## src/rtl/phc_pkg.sv

```systemverilog
package phc_pkg;

    localparam int MAX_HITS_DEF  = 64;
    localparam int FRAC_BITS_DEF = 4;
    localparam logic [2:0]  RADIUS_RESET = 3'd2;
    localparam logic [17:0] CHARGE_SAT   = 18'h3FFFF;
    localparam logic [6:0]  SIZE_SAT     = 7'd127;
    localparam logic [11:0] CROW_SAT     = 12'hFFF;
    localparam logic [12:0] CCOL_SAT     = 13'h1FFF;

    typedef struct packed {
        logic        hit_valid;
        logic [7:0]  hit_row;
        logic [8:0]  hit_col;
        logic [11:0] hit_charge;
        logic        event_end;
    } hit_in_t;

    typedef struct packed {
        logic [17:0] cluster_charge;
        logic [6:0]  cluster_size;
        logic [11:0] centroid_row;
        logic [12:0] centroid_col;
        logic [7:0]  seed_row;
        logic [8:0]  seed_col;
        logic        zero_charge;
        logic        hits_dropped;
        logic        last_cluster;
    } cluster_out_t;

    typedef struct packed {
        logic [7:0]  row;
        logic [8:0]  col;
        logic [11:0] charge;
    } hit_entry_t;

    typedef enum logic [3:0] {
        ST_LOAD,
        ST_CLEAR,
        ST_SEED_RD,
        ST_SEED_EV,
        ST_HEAD_RD,
        ST_CUR_RD,
        ST_CUR_EV,
        ST_SCAN,
        ST_DIV,
        ST_OUT
    } state_t;

endpackage

```

## src/rtl/pixel_hit_clusterer_unit.sv

```systemverilog
// After the event-end word, the marks of all buffered hits are cleared.
// Each cluster then takes seed probes (mark read, mark check), one pass per member (list read,
// hit read, scan of all buffered hits), a close, a division of row and column in parallel
// (one bit per cycle; ending at once on zero charge) and an output wait for m_ready.
// Loading takes one hit word per cycle; no hit words are accepted while an event is clustered.
// Reset: aresetn synchronous active low; clears control state, radius returns to 2.
module pixel_hit_clusterer_unit #(
    parameter int MAX_HITS  = phc_pkg::MAX_HITS_DEF,
    parameter int FRAC_BITS = phc_pkg::FRAC_BITS_DEF
) (
    input  logic                  aclk,
    input  logic                  aresetn,
    input  logic                  s_valid,
    output logic                  s_ready,
    input  phc_pkg::hit_in_t      s_data,
    output logic                  m_valid,
    input  logic                  m_ready,
    output phc_pkg::cluster_out_t m_data,
    input  logic                  cfg_we,
    input  logic [2:0]            cfg_wdata
);

    localparam int IW  = $clog2(MAX_HITS);
    localparam int CW  = $clog2(MAX_HITS + 1);
    localparam int SW  = 12 + CW;
    localparam int WRW = SW + 8;
    localparam int WCW = SW + 9;
    localparam int DW  = WCW + FRAC_BITS;
    localparam int DCW = $clog2(DW + 1);

    // memories
    phc_pkg::hit_entry_t hit_mem [MAX_HITS];
    logic                mark_mem [MAX_HITS];
    logic [IW-1:0]       list_mem [MAX_HITS];

    phc_pkg::hit_entry_t hit_rd_reg;
    logic                mark_rd_reg;
    logic [IW-1:0]       list_rd_reg;

    logic [IW-1:0]       hit_raddr, mark_raddr, mark_waddr, list_waddr;
    logic                hit_we, mark_we, mark_wdata, list_we;
    logic [IW-1:0]       list_wdata;
    phc_pkg::hit_entry_t hit_wdata;

    phc_pkg::state_t state_reg, state_next;
    logic [2:0]      radius_reg;
    logic [CW-1:0]   count_reg, count_next;
    logic            ovf_reg, ovf_next;
    logic [CW-1:0]   idx_reg, idx_next;      // clear / seed index
    logic [CW-1:0]   scan_reg, scan_next;
    logic [CW-1:0]   len_reg, len_next;
    logic [CW-1:0]   head_reg, head_next;
    logic [CW-1:0]   asg_reg, asg_next;
    logic [7:0]      cur_row_reg, cur_row_next;
    logic [8:0]      cur_col_reg, cur_col_next;
    logic [7:0]      seed_row_reg, seed_row_next;
    logic [8:0]      seed_col_reg, seed_col_next;
    logic [SW-1:0]   q_reg, q_next;
    logic [WRW-1:0]  wr_reg, wr_next;
    logic [WCW-1:0]  wc_reg, wc_next;
    logic [DCW-1:0]  dcnt_reg, dcnt_next;
    logic [DW-1:0]   dvr_reg, dvr_next, dvc_reg, dvc_next;
    logic [SW-1:0]   rmr_reg, rmr_next, rmc_reg, rmc_next;
    logic [DW-1:0]   qor_reg, qor_next, qoc_reg, qoc_next;
    logic            m_valid_reg, m_valid_next;
    phc_pkg::cluster_out_t m_data_reg, m_data_next;

    logic            accumulate;
    logic [19:0]     prod_r;
    logic [20:0]     prod_c;
    logic [8:0]      drow, dcol;
    logic            near;
    logic [SW:0]     shr, shc;
    logic            ger, gec;

    assign s_ready = (state_reg == phc_pkg::ST_LOAD);
    assign m_valid = m_valid_reg;
    assign m_data  = m_data_reg;

    // neighbor test and products on the freshly read hit
    always_comb begin
        drow = (hit_rd_reg.row > cur_row_reg) ? 9'(hit_rd_reg.row - cur_row_reg)
                                              : 9'(cur_row_reg - hit_rd_reg.row);
        dcol = (hit_rd_reg.col > cur_col_reg) ? (hit_rd_reg.col - cur_col_reg)
                                              : (cur_col_reg - hit_rd_reg.col);
        near = (drow <= 9'(radius_reg)) && (dcol <= 9'(radius_reg));
        prod_r = 20'(hit_rd_reg.row) * 20'(hit_rd_reg.charge);
        prod_c = 21'(hit_rd_reg.col) * 21'(hit_rd_reg.charge);
        shr = {rmr_reg, dvr_reg[DW-1]};
        shc = {rmc_reg, dvc_reg[DW-1]};
        ger = (shr >= {1'b0, q_reg});
        gec = (shc >= {1'b0, q_reg});
    end

    // sequencer
    always_comb begin
        state_next    = state_reg;
        count_next    = count_reg;
        ovf_next      = ovf_reg;
        idx_next      = idx_reg;
        scan_next     = scan_reg;
        len_next      = len_reg;
        head_next     = head_reg;
        asg_next      = asg_reg;
        cur_row_next  = cur_row_reg;
        cur_col_next  = cur_col_reg;
        seed_row_next = seed_row_reg;
        seed_col_next = seed_col_reg;
        q_next        = q_reg;
        wr_next       = wr_reg;
        wc_next       = wc_reg;
        dcnt_next     = dcnt_reg;
        dvr_next      = dvr_reg;
        dvc_next      = dvc_reg;
        rmr_next      = rmr_reg;
        rmc_next      = rmc_reg;
        qor_next      = qor_reg;
        qoc_next      = qoc_reg;
        m_valid_next  = m_valid_reg;
        m_data_next   = m_data_reg;
        hit_we        = 1'b0;
        hit_wdata     = '{row: s_data.hit_row, col: s_data.hit_col,
                          charge: s_data.hit_charge};
        hit_raddr     = idx_reg[IW-1:0];
        mark_raddr    = idx_reg[IW-1:0];
        mark_we       = 1'b0;
        mark_waddr    = idx_reg[IW-1:0];
        mark_wdata    = 1'b0;
        list_we       = 1'b0;
        list_waddr    = len_reg[IW-1:0];
        list_wdata    = idx_reg[IW-1:0];
        accumulate    = 1'b0;

        unique case (state_reg)
            phc_pkg::ST_LOAD: begin
                if (s_valid) begin
                    if (s_data.hit_valid && count_reg < CW'(MAX_HITS)) begin
                        hit_we     = 1'b1;
                        count_next = count_reg + 1'b1;
                    end else if (s_data.hit_valid) begin
                        ovf_next = 1'b1;
                    end
                    if (s_data.event_end) begin
                        idx_next = '0;
                        asg_next = '0;
                        if (count_next == '0) begin
                            ovf_next = 1'b0;
                        end else begin
                            state_next = phc_pkg::ST_CLEAR;
                        end
                    end
                end
            end
            phc_pkg::ST_CLEAR: begin
                mark_we  = 1'b1;
                idx_next = idx_reg + 1'b1;
                if (idx_next == count_reg) begin
                    idx_next   = '0;
                    state_next = phc_pkg::ST_SEED_RD;
                end
            end
            phc_pkg::ST_SEED_RD: begin
                state_next = phc_pkg::ST_SEED_EV;
            end
            phc_pkg::ST_SEED_EV: begin
                if (mark_rd_reg) begin
                    idx_next   = idx_reg + 1'b1;
                    state_next = phc_pkg::ST_SEED_RD;
                end else begin
                    mark_we       = 1'b1;
                    mark_wdata    = 1'b1;
                    list_we       = 1'b1;
                    list_waddr    = '0;
                    len_next      = CW'(1);
                    head_next     = '0;
                    asg_next      = asg_reg + 1'b1;
                    seed_row_next = hit_rd_reg.row;
                    seed_col_next = hit_rd_reg.col;
                    q_next        = SW'(hit_rd_reg.charge);
                    wr_next       = WRW'(prod_r);
                    wc_next       = WCW'(prod_c);
                    state_next    = phc_pkg::ST_HEAD_RD;
                end
            end
            phc_pkg::ST_HEAD_RD: begin
                if (head_reg == len_reg) begin
                    dcnt_next  = '0;
                    rmr_next   = '0;
                    rmc_next   = '0;
                    qor_next   = '0;
                    qoc_next   = '0;
                    dvr_next   = DW'(wr_reg) << FRAC_BITS;
                    dvc_next   = DW'(wc_reg) << FRAC_BITS;
                    state_next = phc_pkg::ST_DIV;
                end else begin
                    head_next  = head_reg + 1'b1;
                    state_next = phc_pkg::ST_CUR_RD;
                end
            end
            phc_pkg::ST_CUR_RD: begin
                hit_raddr  = list_rd_reg;
                state_next = phc_pkg::ST_CUR_EV;
            end
            phc_pkg::ST_CUR_EV: begin
                cur_row_next = hit_rd_reg.row;
                cur_col_next = hit_rd_reg.col;
                hit_raddr    = '0;
                mark_raddr   = '0;
                scan_next    = CW'(1);
                state_next   = phc_pkg::ST_SCAN;
            end
            phc_pkg::ST_SCAN: begin
                // judge the hit read last cycle, issue the next one
                mark_waddr = IW'(scan_reg - 1'b1);
                list_wdata = IW'(scan_reg - 1'b1);
                if (!mark_rd_reg && near) begin
                    mark_we    = 1'b1;
                    mark_wdata = 1'b1;
                    list_we    = 1'b1;
                    len_next   = len_reg + 1'b1;
                    asg_next   = asg_reg + 1'b1;
                    accumulate = 1'b1;
                end
                hit_raddr  = scan_reg[IW-1:0];
                mark_raddr = scan_reg[IW-1:0];
                if (scan_reg == count_reg) begin
                    state_next = phc_pkg::ST_HEAD_RD;
                end else begin
                    scan_next = scan_reg + 1'b1;
                end
            end
            phc_pkg::ST_DIV: begin
                dvr_next  = dvr_reg << 1;
                dvc_next  = dvc_reg << 1;
                rmr_next  = ger ? SW'(shr - {1'b0, q_reg}) : SW'(shr);
                rmc_next  = gec ? SW'(shc - {1'b0, q_reg}) : SW'(shc);
                qor_next  = {qor_reg[DW-2:0], ger};
                qoc_next  = {qoc_reg[DW-2:0], gec};
                dcnt_next = dcnt_reg + 1'b1;
                if (dcnt_reg == DCW'(DW) || q_reg == '0) begin
                    m_data_next.cluster_charge = (q_reg > SW'(phc_pkg::CHARGE_SAT))
                        ? phc_pkg::CHARGE_SAT : 18'(q_reg);
                    m_data_next.cluster_size = (len_reg > CW'(phc_pkg::SIZE_SAT))
                        ? phc_pkg::SIZE_SAT : 7'(len_reg);
                    m_data_next.centroid_row = (q_reg == '0) ? 12'd0 :
                        (qor_reg > DW'(phc_pkg::CROW_SAT)) ? phc_pkg::CROW_SAT
                                                          : 12'(qor_reg);
                    m_data_next.centroid_col = (q_reg == '0) ? 13'd0 :
                        (qoc_reg > DW'(phc_pkg::CCOL_SAT)) ? phc_pkg::CCOL_SAT
                                                          : 13'(qoc_reg);
                    m_data_next.seed_row     = seed_row_reg;
                    m_data_next.seed_col     = seed_col_reg;
                    m_data_next.zero_charge  = (q_reg == '0);
                    m_data_next.hits_dropped = ovf_reg;
                    m_data_next.last_cluster = (asg_reg == count_reg);
                    m_valid_next             = 1'b1;
                    state_next               = phc_pkg::ST_OUT;
                end
            end
            phc_pkg::ST_OUT: begin
                if (m_ready) begin
                    m_valid_next = 1'b0;
                    if (m_data_reg.last_cluster) begin
                        count_next = '0;
                        ovf_next   = 1'b0;
                        state_next = phc_pkg::ST_LOAD;
                    end else begin
                        idx_next   = idx_reg + 1'b1;
                        state_next = phc_pkg::ST_SEED_RD;
                    end
                end
            end
            default: state_next = phc_pkg::ST_LOAD;
        endcase

        // add a joined member into the sums
        if (accumulate) begin
            q_next  = q_reg + SW'(hit_rd_reg.charge);
            wr_next = wr_reg + WRW'(prod_r);
            wc_next = wc_reg + WCW'(prod_c);
        end
    end

    // memory ports
    always_ff @(posedge aclk) begin
        if (hit_we) begin
            hit_mem[count_reg[IW-1:0]] <= hit_wdata;
        end
        hit_rd_reg <= hit_mem[hit_raddr];
    end

    always_ff @(posedge aclk) begin
        if (mark_we) begin
            mark_mem[mark_waddr] <= mark_wdata;
        end
        mark_rd_reg <= mark_mem[mark_raddr];
    end

    always_ff @(posedge aclk) begin
        if (list_we) begin
            list_mem[list_waddr] <= list_wdata;
        end
        list_rd_reg <= list_mem[head_reg[IW-1:0]];
    end

    // control registers
    always_ff @(posedge aclk) begin
        if (!aresetn) begin
            state_reg   <= phc_pkg::ST_LOAD;
            radius_reg  <= phc_pkg::RADIUS_RESET;
            count_reg   <= '0;
            ovf_reg     <= 1'b0;
            m_valid_reg <= 1'b0;
        end else begin
            state_reg   <= state_next;
            count_reg   <= count_next;
            ovf_reg     <= ovf_next;
            m_valid_reg <= m_valid_next;
            if (cfg_we) begin
                radius_reg <= cfg_wdata;
            end
        end
    end

    // datapath registers
    always_ff @(posedge aclk) begin
        idx_reg      <= idx_next;
        scan_reg     <= scan_next;
        len_reg      <= len_next;
        head_reg     <= head_next;
        asg_reg      <= asg_next;
        cur_row_reg  <= cur_row_next;
        cur_col_reg  <= cur_col_next;
        seed_row_reg <= seed_row_next;
        seed_col_reg <= seed_col_next;
        q_reg        <= q_next;
        wr_reg       <= wr_next;
        wc_reg       <= wc_next;
        dcnt_reg     <= dcnt_next;
        dvr_reg      <= dvr_next;
        dvc_reg      <= dvc_next;
        rmr_reg      <= rmr_next;
        rmc_reg      <= rmc_next;
        qor_reg      <= qor_next;
        qoc_reg      <= qoc_next;
        m_data_reg   <= m_data_next;
    end

    a_out_in_out_state: assert property (@(posedge aclk) disable iff (!aresetn)
        m_valid_reg |-> state_reg == phc_pkg::ST_OUT)
        else $error("result word valid outside output state");

    a_no_load_while_out: assert property (@(posedge aclk) disable iff (!aresetn)
        s_ready |-> !m_valid_reg)
        else $error("input accepted while a cluster is pending");

    a_count_bound: assert property (@(posedge aclk) disable iff (!aresetn)
        count_reg <= CW'(MAX_HITS))
        else $error("hit count beyond buffer depth");

    a_drop_leaves_count: assert property (@(posedge aclk) disable iff (!aresetn)
        (s_valid && s_ready && s_data.hit_valid && count_reg == CW'(MAX_HITS)
         && !s_data.event_end) |=> ovf_reg)
        else $error("dropped hit not flagged");

endmodule
```

## config.mk

```make
export PLATFORM = sky130hd
export DESIGN_NAME = pixel_hit_clusterer_unit
export DESIGN_NICKNAME = d
export VERILOG_FILES = /design/src/rtl/phc_pkg.sv /design/src/rtl/pixel_hit_clusterer_unit.sv
export SDC_FILE = /design/constraint.sdc
export NUM_CORES = 2
export LEC_CHECK = 0
export BUFFER_PORTS_ARGS = -buffer_cell sky130_fd_sc_hd__buf_4
export CAP_MARGIN = 20
export CORE_ASPECT_RATIO = 0.8
export CORE_MARGIN = 1.5
export CORE_UTILIZATION = 40
export CTS_CLUSTER_SIZE = 40
export DETAILED_ROUTE_END_ITERATION = 10
export PLACE_DENSITY = 0.61
export SLEW_MARGIN = 0
export SYNTH_ARGS = -nofsm -noshare
export SYNTH_HDL_FRONTEND = slang
export SYNTH_SLANG_ARGS = --single-unit
export TNS_END_PERCENT = 10
```

## constraint.sdc

```tcl
create_clock -name aclk -period 17.9 [get_ports aclk]
set_clock_uncertainty 0.1 [all_clocks]
set_input_delay 0.895 -clock aclk [delete_from_list [all_inputs] [get_ports aclk]]
set_output_delay 0.895 -clock aclk [all_outputs]
set_load 0.05 [all_outputs]
```

Yosys cells after proc, flatten, opt, wreduce, memory -nomap -nowiden

Memory sizes are Yosys's and may differ from the RTL's. A register that Yosys moved wholly into a read port is not among the register bits.
Index checks and enable logic that the tools add are counted.

Flip-flop bits (word level): 401
Latch bits: 0
Bits in writable memories: 2,304
Memory bits (read-only): 0
Input port bits: 39
Output and inout bits: 72
Logic and storage cells: 219
Memories kept: 3

Memory list:

| name     | words | width | rd ports | clocked after memory_dff | write ports | RTL line                       | source |
|---|---|---|---|---|---|---|---|
| hit_mem  | 64    | 29    | 1        | 1                        | 1           | pixel_hit_clusterer_unit.sv:32 | `phc_pkg::hit_entry_t hit_mem [MAX_HITS];` |
| list_mem | 64    | 6     | 1        | 1                        | 1           | pixel_hit_clusterer_unit.sv:34 | `logic [IW-1:0] list_mem [MAX_HITS];` |
| mark_mem | 64    | 1     | 1        | 1                        | 1           | pixel_hit_clusterer_unit.sv:33 | `logic mark_mem [MAX_HITS];` |

Add/subtract/negate cells: 17
Multipliers: 2
Div/mod/pow operators: 0
$lt $le $gt $ge: 11
Equality and inequality tests: 30
Shift operators: 0
Multiplexer cells: 93
Bitwise operators: 1
Reduce and logical (&&, ||, !) cells: 29

Operators by type and width:

| cell                   | count |
|---|---|
| $pmux W32 S2           | 4 |
| $mux W7                | 19 |
| $mux W19               | 6 |
| $mux W32               | 3 |
| $mux W28               | 3 |
| $mux W27               | 3 |
| $pmux W19 S2           | 2 |
| $pmux W7 S2            | 4 |
| $add A7 B1 Y7 const B  | 6 |
| $ge A20 B19 Y1         | 2 |
| $pmux W4 S10           | 1 |
| $sub A19 B19 Y19       | 2 |
| $gt A32 B12 Y1 const B | 1 |
| $gt A32 B13 Y1 const B | 1 |
| $mux W4                | 8 |
| $add A28 B21 Y28       | 1 |
| $eq A7 B7 Y1           | 4 |
| $ne A2 B2 Y1 const B   | 14 |
| $pmux W7 S4            | 1 |
| $add A27 B20 Y27       | 1 |
| $mux W6                | 4 |
| $pmux W6 S2            | 2 |
| $mul A9 B12 Y21        | 1 |
| $mux W1                | 21 |
| 43 further kinds       | 69 |

Depth between registers and ports, before layout

Depth in word-level cells: 10
Gate-level depth with buffers: 29
Gate-level depth less buffers: 28

Worst setup path before layout

No wires, ideal clock.

Path kind: register to register
From: register head_reg[0]
To: register dcnt_reg[0] (enable)
Setup time: 0.917 ns
Arrival: 13.222 ns
Required time: 16.883 ns
Setup slack: 3.661 ns
Stages on the path, launching flop included: 7
Buffers on the path: 3
Clock period less this slack: 14.239 ns
Cells stage by stage: edfxtp_1 > clkbuf_1 > buf_2 > clkbuf_1 > xnor2_1 > nand4_1 > o21ai_0

Word-level cells in the longest chain between the ends: 3

Ends and longest elaborated chain:

| element                     | RTL line                        | source |
|---|---|---|
| start, declared             | pixel_hit_clusterer_unit.sv:52  | `logic [CW-1:0] head_reg, head_next;` |
| start signal, assigned      | pixel_hit_clusterer_unit.sv:330 | `head_reg <= head_next;` |
| $eq A7 B7 Y1                | pixel_hit_clusterer_unit.sv:186 | `if (head_reg == len_reg) begin` |
| $ne A2 B2 Y1 (no line)      | --                              |  |
| $reduce_and A2 Y1 (no line) | --                              |  |
| end signal, assigned        | pixel_hit_clusterer_unit.sv:339 | `dcnt_reg <= dcnt_next;` |
| end, declared               | pixel_hit_clusterer_unit.sv:61  | `logic [DCW-1:0] dcnt_reg, dcnt_next;` |

Every way passes these cells.
A chain may end at the register's enable or synchronous reset.

Final worst setup path

From: register, netlist name hit_rd_reg[8]
To: register wc_reg[23] (data pin)

Word-level cells in the longest chain between the ends: 3

Ends and longest elaborated chain:

| element              | RTL line                        | source |
|---|---|---|
| $mul A9 B12 Y21      | pixel_hit_clusterer_unit.sv:88  | `prod_c = 21'(hit_rd_reg.col) * 21'(hit_rd_reg.charge);` |
| $add A28 B21 Y28     | pixel_hit_clusterer_unit.sv:280 | `wc_next = wc_reg + WCW'(prod_c);` |
| $mux W28             | pixel_hit_clusterer_unit.sv:277 | `if (accumulate) begin` |
| end signal, assigned | pixel_hit_clusterer_unit.sv:338 | `wc_reg <= wc_next;` |
| end, declared        | pixel_hit_clusterer_unit.sv:60  | `logic [WCW-1:0] wc_reg, wc_next;` |

Every way passes these cells.

==> impl_summary.log <==
[metrics] share of synthesized area spent on multiplexers: 3.13%
[metrics] Final Critical Period: 7.15 ns
[metrics] total track usage: 21.4%
[metrics] Setup crit end kind: register
[metrics] Clk Latency, worst-skew pair: 0.88 ns
[metrics] xor/xnor share of the synthesized area: 1.35%
[metrics] number of fill cells in the layout: 26,800
[metrics] cts bufs inserted: 282
[metrics] die footprint: 308,000 sq um
[metrics] final routed wire length divided by cell count: 24.6 um
[metrics] CP startpoint kind: register
[metrics] unrepaired setup endpoints after global routing: no
[metrics] Die X: 620 um
[metrics] synthesized-area fraction occupied by ao, oa, aoi and oai cells: 6.60%
[metrics] total DRC errors in the routed layout: 0
[metrics] post-synthesis share of cell area spent on and, or, nand and nor gates: 14.5%
[metrics] Max Clk Rate: 140 MHz
[metrics] layout cells sized above 1: 10.3%
[metrics] result of the run: complete, no violations
[metrics] CTS clk-pin slew, worst paths: 0.06 ns
[metrics] EDFF count, synth: 2,681
[metrics] Starting Density: 40.2%
[metrics] multi-input logic area: 37,500 sq um
[metrics] Yosys top cell by area: edfxtp_1
[metrics] # IOs: 111
[metrics] placed cells: 13,100
[metrics] headroom to the max-slew limit: 16.7%
[metrics] number of I/O port buffers: 110
[metrics] worst reg-to-reg setup slack: 10.75 ns
[metrics] Max Transition Viols Final: 0
[metrics] end of the worst register-to-register path: wc_reg[23]$_SDFFCE_PN0P_
[metrics] count of final hold-check violations: 0
[metrics] kind of path behind the tightest hold check: input port to register
[metrics] required time of the critical path: 18.33 ns
[metrics] number of hold-repair buffers added at the cts stage: 0
[metrics] via count of the first global-routing pass: 75,100
[metrics] Netlist cell types: 80
[metrics] final weighted congestion of routability-driven global placement: 0.861
[metrics] ys flop type: edfxtp_1
[metrics] post-synthesis share of cell area spent on full adders, half adders and majority gates: 4.64%
[metrics] row count: 181
[metrics] Setup Total Neg Slack: 0 ns
[metrics] clock tree from TritonCTS: done
[metrics] Sequential cell area: 81,500 sq um
[metrics] antenna violations before repair: 21
[metrics] maximum capacitance violations: 0
[metrics] y dimension of the die: 497 um
[metrics] buffer count from post-CTS setup fixing: 0
[metrics] part of the Yosys area used for sequential elements: 66.9%
[metrics] setup-violating endpoint count in the final report: 0
[metrics] hold path cells: 3
[metrics] clock root buffer master: clkbuf_16
[metrics] H-tree levels: 5
[metrics] clock buffer depth: 4
[metrics] slew at the pin with the worst max-slew slack: 1.23 ns
[metrics] most area-consuming cells after synthesis: edfxtp_1 66%, nand2_1 6.4%, nand3_1 3.1%
[metrics] main combinational cell family by area after synthesis: simple AND/OR/NAND/NOR gates
[metrics] Post-Syn Area per Cell: 12.9 sq um
[metrics] largest net degree at the start of global routing: 199
[metrics] first-pass GRT wire length: 495,000 um
[metrics] post-DR vias/cell: 5.71
[metrics] count of vias placed by the detailed router: 78,000
[metrics] cell count of the worst reg-to-reg path: 24
[metrics] number of resized instances in the post-cts repair step: 0
[metrics] Syn Nets: 9,837
[metrics] placed wire-length estimate: 195,000 um
[metrics] Min-Delay Endpoint: radius_reg[2]$_SDFFE_PN0P_
[metrics] # clock sinks: 2,733
[metrics] FFs w/ async S/R, synth: 0%
[metrics] Synth Warn #: 0
[metrics] Detailed Route WL: 336,000 um
[metrics] 1st-iter DRT viols: 9,092
[metrics] floorplan core area: 303,000 sq um
[metrics] final clock period utilization by the worst path: 39.9%
[metrics] data arrival time of the critical path: 7.58 ns
[metrics] number of antenna-violating nets in the routed design: 0
[metrics] Largest register FFs: 1,856
[metrics] router iterations before antenna repair: 6
[metrics] area of the mapped netlist: 122,000 sq um
[metrics] GRT overflow: 0
[metrics] number of synthesized register bits: 2,733
[metrics] area added between synthesis and finish: 12.3%
[metrics] Final Non-Filler Cells: 13,700
[metrics] Worst Setup Path Type: register to register
[metrics] count of mapped cells out of synthesis: 9,430
[metrics] top-area cell type share of the netlist area: 66.0%
[metrics] count of nets after finishing: 9,827
[metrics] source of the worst hold timing path: cfg_wdata[2]
[metrics] origin of the critical flop-to-flop path: hit_rd_reg[8]$_DFF_P_
[metrics] critical path peak fanout: 19
==> through the flow <==
step / worst slack [ns] / hold slack (ns) / util (%) / instance area [sq um]
final: 10.75 / 0.241 / 45.1 / 137000
after global routing: 10.17 / 0.220 / 45.1 / 137000
after CTS: 10.76 / 0.186 / 45.0 / 136000
after detailed placement: 10.75 / 0.332 / 42.0 / 128000
after global placement: 10.87 / 0.317 / 41.9 / 127000
after floorplan: 3.66 / 0.300 / - / 122000
==> cells by family (layout without fill, tap and decap cells) <==
kind of cell / count (synthesis) / in the layout
AOI/OAI and AO/OA: 1131 / 1131
and+or+nand+nor: 3930 / 3930
buffers and inverters: 864 / 1065
muxes: 216 / 216
other: 0 / 17
adders and majority gates: 368 / 368
DFF: 2733 / 2733
xor gates and xnor gates: 188 / 188
==> cell usage in the layout (no fill, tap or decap), types with 127 or more instances in the layout <==
| cell type | n |
|---|---|
| edfxtp_1 | 2681 |
| nand2_1 | 2088 |
| nand3_1 | 743 |
| a311oi_1 | 323 |
| clkbuf_16 | 290 |
| buf_4 | 259 |
| nor2_1 | 255 |
| inv_1 | 254 |
| a21oi_1 | 253 |
| ha_1 | 228 |
| and2_1 | 211 |
| a211oi_1 | 202 |
| and3_1 | 198 |
| fa_1 | 140 |
| mux4_2 | 127 |
==> synthesized netlist by cell type (all sizes together) (10+ instances only) <==
master and number:
o21bai 14, o211ai 12, and2 218, nand3b 10
clkbuf 342, nand3 744, or3 71, mux2 55
fa 140, a21oi 262, ha 228, mux4 127
nor2 319, xnor2 116, nand2b 19, a211oi 202
nor2b 31, dfxtp 52, a31oi 52, or4 45
nor3 94, and3 198, edfxtp 2681, inv 259
nand4 20, o21ai 93, o31ai 12, o21a 29
nand2 2091, xor2 72, nor4 44, buf 259
mux2i 34, a311oi 323, a21o 50
==> worst max-delay path, cell delays in order (launching register included) <==
cell	delay (ns)
dfxtp_1	0.92
nand2_1	0.16
fa_1	0.55
inv_1	0.05
fa_1	0.49
fa_1	0.54
inv_1	0.05
fa_1	0.48
inv_1	0.04
ha_1	0.31
or2_2	0.32
a21oi_1	0.21
a211oi_1	0.10
nor3_1	0.35
nor2_1	0.11
xnor2_1	0.31
ha_1	0.31
a21o_1	0.17
a21o_1	0.18
a21oi_1	0.21
a21boi_0	0.13
a31oi_1	0.35
nor3_1	0.10
a31oi_1	0.20
a31oi_1	0.11
==> how the worst max path moves through the flow <==
stage / endpoint / startpoint / slack [ns] / depth (start not counted)
2_1_floorplan: dcnt_reg[0]$_SDFFCE_PN0P_ / head_reg[0]$_SDFFCE_PN0P_ / 3.66 / 6
3_3_place_gp: wc_reg[20]$_DFFE_PP_ / hit_rd_reg[8]$_DFF_P_ / 10.87 / 25
3_5_place_dp: wc_reg[23]$_SDFFCE_PN0P_ / hit_rd_reg[1]$_DFF_P_ / 10.75 / 26
4_1_cts: wc_reg[20]$_DFFE_PP_ / hit_rd_reg[8]$_DFF_P_ / 10.76 / 25
5_1_grt: wc_reg[27]$_SDFFCE_PN0P_ / hit_rd_reg[8]$_DFF_P_ / 10.17 / 25
6_report: wc_reg[23]$_SDFFCE_PN0P_ / hit_rd_reg[8]$_DFF_P_ / 10.75 / 24
==> per-layer routing <==
metal | share of wire (%) | routed length [um] | up-vias | global-route usage [%]
met1 | 44 | 147000 | 39400 | 31.0
met4 | 3.5 | 11600 | 2 | 7.10
met5 | 0.0039 | 13 | - | 0
met3 | 8.3 | 27800 | 556 | 3.52
li1 | - | - | 34800 | -
met2 | 45 | 150000 | 3304 | 32.9
==> cell type report <==
cell class                      count  share of cell area (%)
Inverter                          263                   0.722
Multi-Input combinational cell   5833                    27.4
Clock inverter                    142                   0.968
Clock buffer                      353                    5.51
Antenna cell                       17                  0.0311
Timing Repair Buffer              307                    2.07
Sequential cell                  2733                    59.6
Tap cell                         4026                    3.68
Power is not shown: default switching activity piles up to over one toggle a cycle in this logic, so the estimate is an artifact.
